## config.mk

```make
export PLATFORM = sky130hd
export DESIGN_NAME = ir_pulse_distance_decoder
export DESIGN_NICKNAME = d
export VERILOG_FILES = /design/src/rtl/core/ipdd_pkg.sv /design/src/rtl/core/ipdd_cfg_regs.sv /design/src/rtl/core/ipdd_classify.sv /design/src/rtl/core/ipdd_frame.sv /design/src/rtl/core/ir_pulse_distance_decoder.sv
export VERILOG_INCLUDE_DIRS = /design/src /design/src/rtl/core
export SDC_FILE = /design/constraint.sdc
export NUM_CORES = 1
export LEC_CHECK = 0
export BUFFER_PORTS_ARGS = -buffer_cell sky130_fd_sc_hd__buf_2
export CORE_UTILIZATION = 53
export CTS_CLUSTER_SIZE = 16
export DETAILED_ROUTE_END_ITERATION = 7
export GPL_TIMING_DRIVEN = 0
export PLACE_DENSITY = 0.87
export RECOVER_POWER = 100
export SLEW_MARGIN = 40
export SYNTH_ARGS = -nofsm -noshare
export SYNTH_HDL_FRONTEND = slang
export SYNTH_HIERARCHICAL = 1
export SYNTH_SLANG_ARGS = --single-unit
```

## constraint.sdc

```tcl
create_clock -name aclk -period 4.3 [get_ports aclk]
set_input_delay 0.215 -clock aclk [delete_from_list [all_inputs] [get_ports aclk]]
set_output_delay 0.215 -clock aclk [all_outputs]
set_load 0.02 [all_outputs]
```

## src/rtl/core/assert_macros.svh

```systemverilog
// ----------------------------------------------------------------------------
// Assertion macros
// Shared concurrent assertion forms for the decoder RTL.
// ----------------------------------------------------------------------------
`ifndef ASSERT_MACROS_SVH
`define ASSERT_MACROS_SVH

`ifndef SYNTHESIS

// Same-cycle implication, checked on every rising edge outside reset
`define ASSERT_IMPL(label, clk, rst_n, ante, cons) \
    label: assert property (@(posedge clk) disable iff (!(rst_n)) (ante) |-> (cons)) \
        else $error("assertion failed: implication");

// Next-cycle implication
`define ASSERT_NEXT(label, clk, rst_n, ante, cons) \
    label: assert property (@(posedge clk) disable iff (!(rst_n)) (ante) |=> (cons)) \
        else $error("assertion failed: next-cycle implication");

`else

`define ASSERT_IMPL(label, clk, rst_n, ante, cons)
`define ASSERT_NEXT(label, clk, rst_n, ante, cons)

`endif

`endif

```

## src/rtl/core/ipdd_pkg.sv

```systemverilog
// ----------------------------------------------------------------------------
// ipdd_pkg
// Types and constants shared by the pulse distance decoder modules.
// ----------------------------------------------------------------------------
`timescale 1ns / 1ps
`default_nettype none

package ipdd_pkg;

    localparam int unsigned INTERVAL_W = 16;
    localparam int unsigned BYTE_W     = 8;
    localparam int unsigned NUM_BYTES  = 4;
    localparam int unsigned CNT_W      = 6;
    localparam int unsigned APB_AW     = 5;
    localparam int unsigned APB_DW     = 32;

    localparam logic [INTERVAL_W-1:0] LEAD_MIN_RST  = 16'd11500;
    localparam logic [INTERVAL_W-1:0] LEAD_MAX_RST  = 16'd13500;
    localparam logic [INTERVAL_W-1:0] ZERO_MIN_RST  = 16'd700;
    localparam logic [INTERVAL_W-1:0] BIT_SPLIT_RST = 16'd1550;
    localparam logic [INTERVAL_W-1:0] ONE_MAX_RST   = 16'd2600;

    // Register index = paddr[4:2]
    typedef enum logic [2:0] {
        REG_LEAD_MIN  = 3'd0,
        REG_LEAD_MAX  = 3'd1,
        REG_ZERO_MIN  = 3'd2,
        REG_BIT_SPLIT = 3'd3,
        REG_ONE_MAX   = 3'd4
    } reg_idx_t;

    typedef struct packed {
        logic [INTERVAL_W-1:0] lead_min;
        logic [INTERVAL_W-1:0] lead_max;
        logic [INTERVAL_W-1:0] zero_min;
        logic [INTERVAL_W-1:0] bit_split;
        logic [INTERVAL_W-1:0] one_max;
    } cfg_t;

    typedef struct packed {
        logic lead;
        logic one;
        logic zero;
    } pulse_class_t;

endpackage

`default_nettype wire

```

## src/rtl/core/ipdd_cfg_regs.sv

```systemverilog
// ----------------------------------------------------------------------------
// ipdd_cfg_regs
// APB register file holding the lead window and bit band thresholds.
// ----------------------------------------------------------------------------
`timescale 1ns / 1ps
`default_nettype none

module ipdd_cfg_regs
    import ipdd_pkg::*;
(
    input  wire logic              aclk,
    input  wire logic              aresetn,
    input  wire logic              psel,
    input  wire logic              penable,
    input  wire logic              pwrite,
    input  wire logic [APB_AW-1:0] paddr,
    input  wire logic [APB_DW-1:0] pwdata,
    output logic      [APB_DW-1:0] prdata,
    output logic                   pready,
    output cfg_t                   cfg
);

    cfg_t        cfg_reg;
    logic [2:0]  idx;
    logic        wr_en;
    logic [INTERVAL_W-1:0] rd_val;

    assign idx    = paddr[APB_AW-1:2];
    assign wr_en  = psel && penable && pwrite;
    assign pready = 1'b1;
    assign cfg    = cfg_reg;

    always_ff @(posedge aclk) begin
        if (!aresetn) begin
            cfg_reg.lead_min  <= LEAD_MIN_RST;
            cfg_reg.lead_max  <= LEAD_MAX_RST;
            cfg_reg.zero_min  <= ZERO_MIN_RST;
            cfg_reg.bit_split <= BIT_SPLIT_RST;
            cfg_reg.one_max   <= ONE_MAX_RST;
        end else if (wr_en) begin
            case (idx)
                REG_LEAD_MIN:  cfg_reg.lead_min  <= pwdata[INTERVAL_W-1:0];
                REG_LEAD_MAX:  cfg_reg.lead_max  <= pwdata[INTERVAL_W-1:0];
                REG_ZERO_MIN:  cfg_reg.zero_min  <= pwdata[INTERVAL_W-1:0];
                REG_BIT_SPLIT: cfg_reg.bit_split <= pwdata[INTERVAL_W-1:0];
                REG_ONE_MAX:   cfg_reg.one_max   <= pwdata[INTERVAL_W-1:0];
                default: ;
            endcase
        end
    end

    always_comb begin
        case (idx)
            REG_LEAD_MIN:  rd_val = cfg_reg.lead_min;
            REG_LEAD_MAX:  rd_val = cfg_reg.lead_max;
            REG_ZERO_MIN:  rd_val = cfg_reg.zero_min;
            REG_BIT_SPLIT: rd_val = cfg_reg.bit_split;
            REG_ONE_MAX:   rd_val = cfg_reg.one_max;
            default:       rd_val = '0;
        endcase
        prdata = {{(APB_DW-INTERVAL_W){1'b0}}, rd_val};
    end

endmodule

`default_nettype wire

```

## src/rtl/core/ipdd_classify.sv

```systemverilog
// ----------------------------------------------------------------------------
// ipdd_classify
// Sorts one edge interval into lead window, one band or zero band.
// ----------------------------------------------------------------------------
`timescale 1ns / 1ps
`default_nettype none

module ipdd_classify
    import ipdd_pkg::*;
(
    input  wire cfg_t                   cfg,
    input  wire logic [INTERVAL_W-1:0]  interval,
    output pulse_class_t                cls
);

    // All bounds are exclusive; an empty window simply never matches
    always_comb begin
        cls.lead = (interval > cfg.lead_min)  && (interval < cfg.lead_max);
        cls.one  = (interval > cfg.bit_split) && (interval < cfg.one_max);
        cls.zero = (interval > cfg.zero_min)  && (interval < cfg.bit_split);
    end

endmodule

`default_nettype wire

```

## src/rtl/core/ipdd_frame.sv

```systemverilog
// ----------------------------------------------------------------------------
// ipdd_frame
// Frame state, byte shift register and registered result slot.
// ----------------------------------------------------------------------------
`timescale 1ns / 1ps
`default_nettype none

module ipdd_frame
    import ipdd_pkg::*;
#(
    parameter int unsigned FRAME_BITS = 32
)
(
    input  wire logic              aclk,
    input  wire logic              aresetn,
    input  wire logic              item_valid,
    input  wire pulse_class_t      cls,
    output logic                   item_take,
    output logic                   m_valid,
    input  wire logic              m_ready,
    output logic [BYTE_W-1:0]      m_address,
    output logic [BYTE_W-1:0]      m_address_inv,
    output logic [BYTE_W-1:0]      m_command,
    output logic [BYTE_W-1:0]      m_command_inv,
    output logic                   m_code_ok
);

    localparam logic [CNT_W-1:0] FRAME_END = CNT_W'(FRAME_BITS);

    logic                   in_frame_reg,  in_frame_next;
    logic [CNT_W-1:0]       bit_count_reg, bit_count_next;
    logic [BYTE_W-1:0]      bytes_reg  [NUM_BYTES];
    logic [BYTE_W-1:0]      bytes_next [NUM_BYTES];
    logic                   out_valid_reg, out_valid_next;
    logic [BYTE_W-1:0]      out_bytes_reg [NUM_BYTES];
    logic                   out_ok_reg;
    logic                   emit;
    logic                   shift_en;
    logic [1:0]             byte_sel;
    logic [CNT_W-1:0]       count_inc;

    // Take the next item whenever the result slot is free or being drained
    assign item_take = item_valid && (!out_valid_reg || m_ready);
    assign shift_en  = item_take && !cls.lead && in_frame_reg && (cls.one || cls.zero);
    assign byte_sel  = bit_count_reg[4:3];
    assign count_inc = bit_count_reg + CNT_W'(1);
    assign emit      = shift_en && (count_inc == FRAME_END);

    always_comb begin
        in_frame_next  = in_frame_reg;
        bit_count_next = bit_count_reg;
        for (int i = 0; i < NUM_BYTES; i++) begin
            bytes_next[i] = bytes_reg[i];
            if (shift_en && (byte_sel == 2'(i))) begin
                bytes_next[i] = {cls.one, bytes_reg[i][BYTE_W-1:1]};
            end
        end
        if (item_take && cls.lead) begin
            // Lead restarts the frame, byte contents stay
            in_frame_next  = 1'b1;
            bit_count_next = '0;
        end else if (emit) begin
            in_frame_next  = 1'b0;
            bit_count_next = '0;
        end else if (shift_en) begin
            bit_count_next = count_inc;
        end

        if (emit) begin
            out_valid_next = 1'b1;
        end else if (m_ready) begin
            out_valid_next = 1'b0;
        end else begin
            out_valid_next = out_valid_reg;
        end
    end

    always_ff @(posedge aclk) begin
        if (!aresetn) begin
            in_frame_reg  <= 1'b0;
            bit_count_reg <= '0;
            out_valid_reg <= 1'b0;
            for (int i = 0; i < NUM_BYTES; i++) begin
                bytes_reg[i] <= '0;
            end
        end else begin
            in_frame_reg  <= in_frame_next;
            bit_count_reg <= bit_count_next;
            out_valid_reg <= out_valid_next;
            for (int i = 0; i < NUM_BYTES; i++) begin
                bytes_reg[i] <= bytes_next[i];
            end
        end
    end

    always_ff @(posedge aclk) begin
        if (emit) begin
            for (int i = 0; i < NUM_BYTES; i++) begin
                out_bytes_reg[i] <= bytes_next[i];
            end
            out_ok_reg <= (bytes_next[2] == ~bytes_next[3]);
        end
    end

    assign m_valid       = out_valid_reg;
    assign m_address     = out_bytes_reg[0];
    assign m_address_inv = out_bytes_reg[1];
    assign m_command     = out_bytes_reg[2];
    assign m_command_inv = out_bytes_reg[3];
    assign m_code_ok     = out_ok_reg;

endmodule

`default_nettype wire

```

## src/rtl/core/ir_pulse_distance_decoder.sv

```systemverilog
// ----------------------------------------------------------------------------
// ir_pulse_distance_decoder
// NEC-style infrared remote decoder working on edge-to-edge timer counts.
// ----------------------------------------------------------------------------
// Each input transfer carries the timer count between two receiver edges. A
// count inside the lead window opens a frame; inside a frame, counts in the
// one or zero band shift bits into four bytes, LSB first. After FRAME_BITS
// bits one result transfer carries the four bytes and code_ok, which is set
// when command equals the inverse of command_inv. The block accepts one edge
// per clock while not stalled: an edge is registered in the input register,
// classified and folded into the frame state; the frame-closing edge writes
// the result register. Input stalls only while a finished result waits in
// the output register. Thresholds are set over APB; the user writes them only
// while the block is idle, which the block itself does not enforce.
// ----------------------------------------------------------------------------
`timescale 1ns / 1ps
`default_nettype none
`include "assert_macros.svh"

module ir_pulse_distance_decoder
    import ipdd_pkg::*;
#(
    parameter int unsigned FRAME_BITS = 32
)
(
    input  wire logic                  aclk,
    input  wire logic                  aresetn,
    // configuration
    input  wire logic                  psel,
    input  wire logic                  penable,
    input  wire logic                  pwrite,
    input  wire logic [APB_AW-1:0]     paddr,
    input  wire logic [APB_DW-1:0]     pwdata,
    output logic      [APB_DW-1:0]     prdata,
    output logic                       pready,
    // edge intervals
    input  wire logic                  s_valid,
    output logic                       s_ready,
    input  wire logic [INTERVAL_W-1:0] s_interval,
    // decoded frames
    output logic                       m_valid,
    input  wire logic                  m_ready,
    output logic      [BYTE_W-1:0]     m_address,
    output logic      [BYTE_W-1:0]     m_address_inv,
    output logic      [BYTE_W-1:0]     m_command,
    output logic      [BYTE_W-1:0]     m_command_inv,
    output logic                       m_code_ok
);

    cfg_t                   cfg;
    pulse_class_t           cls;
    logic                   in_valid_reg, in_valid_next;
    logic [INTERVAL_W-1:0]  interval_reg;
    logic                   item_take;

    assign s_ready = !in_valid_reg || item_take;

    always_comb begin
        if (s_valid && s_ready) begin
            in_valid_next = 1'b1;
        end else if (item_take) begin
            in_valid_next = 1'b0;
        end else begin
            in_valid_next = in_valid_reg;
        end
    end

    always_ff @(posedge aclk) begin
        if (!aresetn) begin
            in_valid_reg <= 1'b0;
        end else begin
            in_valid_reg <= in_valid_next;
        end
    end

    always_ff @(posedge aclk) begin
        if (s_valid && s_ready) begin
            interval_reg <= s_interval;
        end
    end

    ipdd_cfg_regs u_cfg_regs (
        .aclk    (aclk),
        .aresetn (aresetn),
        .psel    (psel),
        .penable (penable),
        .pwrite  (pwrite),
        .paddr   (paddr),
        .pwdata  (pwdata),
        .prdata  (prdata),
        .pready  (pready),
        .cfg     (cfg)
    );

    ipdd_classify u_classify (
        .cfg      (cfg),
        .interval (interval_reg),
        .cls      (cls)
    );

    ipdd_frame #(
        .FRAME_BITS (FRAME_BITS)
    ) u_frame (
        .aclk          (aclk),
        .aresetn       (aresetn),
        .item_valid    (in_valid_reg),
        .cls           (cls),
        .item_take     (item_take),
        .m_valid       (m_valid),
        .m_ready       (m_ready),
        .m_address     (m_address),
        .m_address_inv (m_address_inv),
        .m_command     (m_command),
        .m_command_inv (m_command_inv),
        .m_code_ok     (m_code_ok)
    );

    // A transfer on the input always lands in the input register
    `ASSERT_NEXT(a_in_capture, aclk, aresetn, s_valid && s_ready, in_valid_reg)
    // A blocked result must hold back a pending edge
    `ASSERT_IMPL(a_stall_hold, aclk, aresetn, in_valid_reg && m_valid && !m_ready, !s_ready)
    // The check flag matches the bytes it travels with
    `ASSERT_IMPL(a_code_ok, aclk, aresetn, m_valid, m_code_ok == (m_command == ~m_command_inv))

endmodule

`default_nettype wire
```

==> run summary <==
max reg flops - 80
DR vias/cell - 6.088
Synth Register Bits - 170
CP Capture Type - flop
pin count of the biggest net entering global routing - 21
area occupied by multi-input gates - 4960 sq um
Setup WS post-layout - 0.3384 ns
cts bufs inserted - 17
Die X - 136.9 microns
# diodes - 0
fmax - 0.2524 GHz
sequential cell area - 3894 sq um
standard-cell rows - 48
clk sinks - 170
Die Area - 18,740 sq um
clk buf depth - 2
RePlAce Congestion - 0.9878
mapped cell area - 9647 sq um
layout cell share with drive strength beyond 1 - 12.55%
power density cells - 316.4 nW/um^2
fillcell total - 1,423
minimum clock period - 3.962 ns
PostCTS Resize Cnt - 0
RSZ-0062 raised after global routing - false
post-route ant nets - 0
Detail Placement HPWL - 19,800 microns
GRT Util Overall - 30.34%
WP data required - 4.41 ns
first-pass GRT wire length - 42,930 microns
most common cell after layout, fill and taps aside - dfxtp_1
Unique masters post-synth - 71
First-pass DRT Iterations - 6
clock latency on the worst-skew pair - 0.44 ns
DRT iter0 DRCs - 898
port bufs - 92
worst-margin pin slew - 1.137 ns
Tcrit/Tclk final - 92.13%
Max-Slew Margin vs Limit - 24.13%
clock root cell - clkbuf_16
critical path fanouts, max - 10
vias in the first global route - 8,313
initial antenna violation count - 0
Initial Utilization - 55.01%
global route total overflow - 0
H-tree Lvls - 4
EDFF count, synth - 49
Worst VDD drop - 0.2715 mV
CTS clk-pin slew, worst paths - 0.07 ns
Die Ht - 136.9 microns
skew final - 0.01436 ns
routed wire length per instance - 19.50 microns
Avg Inst Size Synth - 9.476 sq um
Placement Setup Slack - 0.1911 ns
Post-synth ARST share - 0%
io pins - 128
Post-DP Area - 10,480 sq um
routed wire length - 27,380 microns
area growth from synthesis to layout - 14.98%
CP Launch Type - flop
Synth Flop Type - dfxtp_1
Yosys Warn Count - 6
crit path kind - reg2reg
Hold Violations, Final - 0
cell area after layout - 11,090 sq um
final core utilization - 63.25%
worst hold path class - in2reg
WP data arrival - 4.07 ns
Setup Total Neg Slack - 0 ns
sequential element share of the synthesized area - 40.36%
nets@finish - 1,306
core area - 17,540 sq um
LEAKAGE - 4.804 nW
max-slew violations - 0
CTS tree - built
Synth Instances - 1,018
drt drc - 0
max cap viols - 0
most frequent cells in the layout - 121 x dfxtp_1, 111 x nand2_1, 99 x inv_1
outcome - completed
routed vias - 8,548
setup violators final - 0
-- cell type report --
class,instances,share of cell area [%]
Buffer,76,3.621
Clock buffer,21,4.343
Clock inverter,11,0.9024
Inverter,100,3.384
Multi-Input combinational cell,687,44.72
Sequential cell,170,35.10
Tap cell,225,2.538
Timing Repair Buffer,114,5.392
-- per-stage QoR --
step	hold WS, ns	total power (W)	instances
after detailed placement	0.3931	0.002026	1351
after global routing	0.04214	0.003617	1404
after global placement	0.3917	0.002015	1350
after floorplan	0.3139	0.001921	1033
after CTS	0.02712	0.003511	1399
final	0.03252	0.003509	1404
-- layer usage --
| layer | global-route usage, % | routed length [microns] | vias to the layer above |
|---|---|---|---|
| met1 | 38.10 | 10970 | 4015 |
| met4 | 16.85 | 1317 | 0 |
| li1 | - | - | 3925 |
| met2 | 49.01 | 12730 | 498 |
| met5 | 0 | 0 | - |
| met3 | 5.778 | 2355 | 110 |
-- synthesized netlist by cell type, types with 5 or more instances --
cell type	n	share of area, %
o21ai_0	33	1.7
a21oi_1	58	3.0
o211ai_1	18	1.4
nand3_1	35	1.8
or3_1	7	0.45
a22oi_1	31	2.4
o31ai_1	17	1.3
dfxtp_1	121	25
mux2_2	16	1.9
ha_1	80	10
nand4_1	33	2.1
nor4_1	5	0.32
buf_2	17	0.88
nand2_1	111	4.3
clkbuf_1	27	1.1
edfxtp_1	49	15
nor2_1	9	0.35
a211oi_2	5	0.65
o22ai_1	17	1.1
inv_1	99	3.9
a21o_1	13	1.0
buf_4	23	1.8
nor2b_1	27	1.8
mux2i_1	65	6.7
xnor2_1	23	2.1
-- critical path: stages (launching register included) --
cell,delay [ns]
edfxtp_1,0.51
ha_1,0.37
and4_1,0.25
nand2_1,0.12
or4_1,0.59
o2111ai_1,0.12
a211oi_1,0.15
nor2b_4,0.15
o2111a_1,0.16
buf_2,0.22
buf_2,0.29
nand3_1,0.17
a21oi_4,0.26
clkbuf_1,0.28
-- final timing paths --
path | cells after the start | slack (ns) | end | from
max reg2reg | 13 | 0.34 | u_frame/out_bytes_reg[1][5] | interval_reg[9]
min | 3 | 0.03 | in_valid_reg | s_valid
min reg2reg | 2 | 0.46 | u_frame/in_frame_reg | u_frame/in_frame_reg
max | 13 | 0.34 | u_frame/out_bytes_reg[1][5] | interval_reg[9]
-- what timing repair did --
action,in CTS,in global routing
buffers inserted,0,5
endpoints found under the setup margin,0,20
hold buffers,16,0
hold endpoints to repair,16,0
-- report_power, final --
| part | internal [W] | total [W] | switching [W] |
|---|---|---|---|
| Clock | 0.000825 | 0.00150 | 0.000675 |
| Combinational | 0.000125 | 0.000325 | 0.000200 |
| Sequential | 0.00166 | 0.00169 | 0.0000247 |
-- cells by family after synthesis --
family / after synthesis / synth area share, %
and+or+nand+nor: 260 / 14.19
buffers and inverters: 176 / 8.236
muxes: 81 / 8.612
adders and majority gates: 80 / 10.38
other: 2 / 0.07785
xor gates and xnor gates: 24 / 2.179
AOI/OAI and AO/OA: 225 / 15.97
DFF: 170 / 40.36
(Power assumes the default switching activity.)
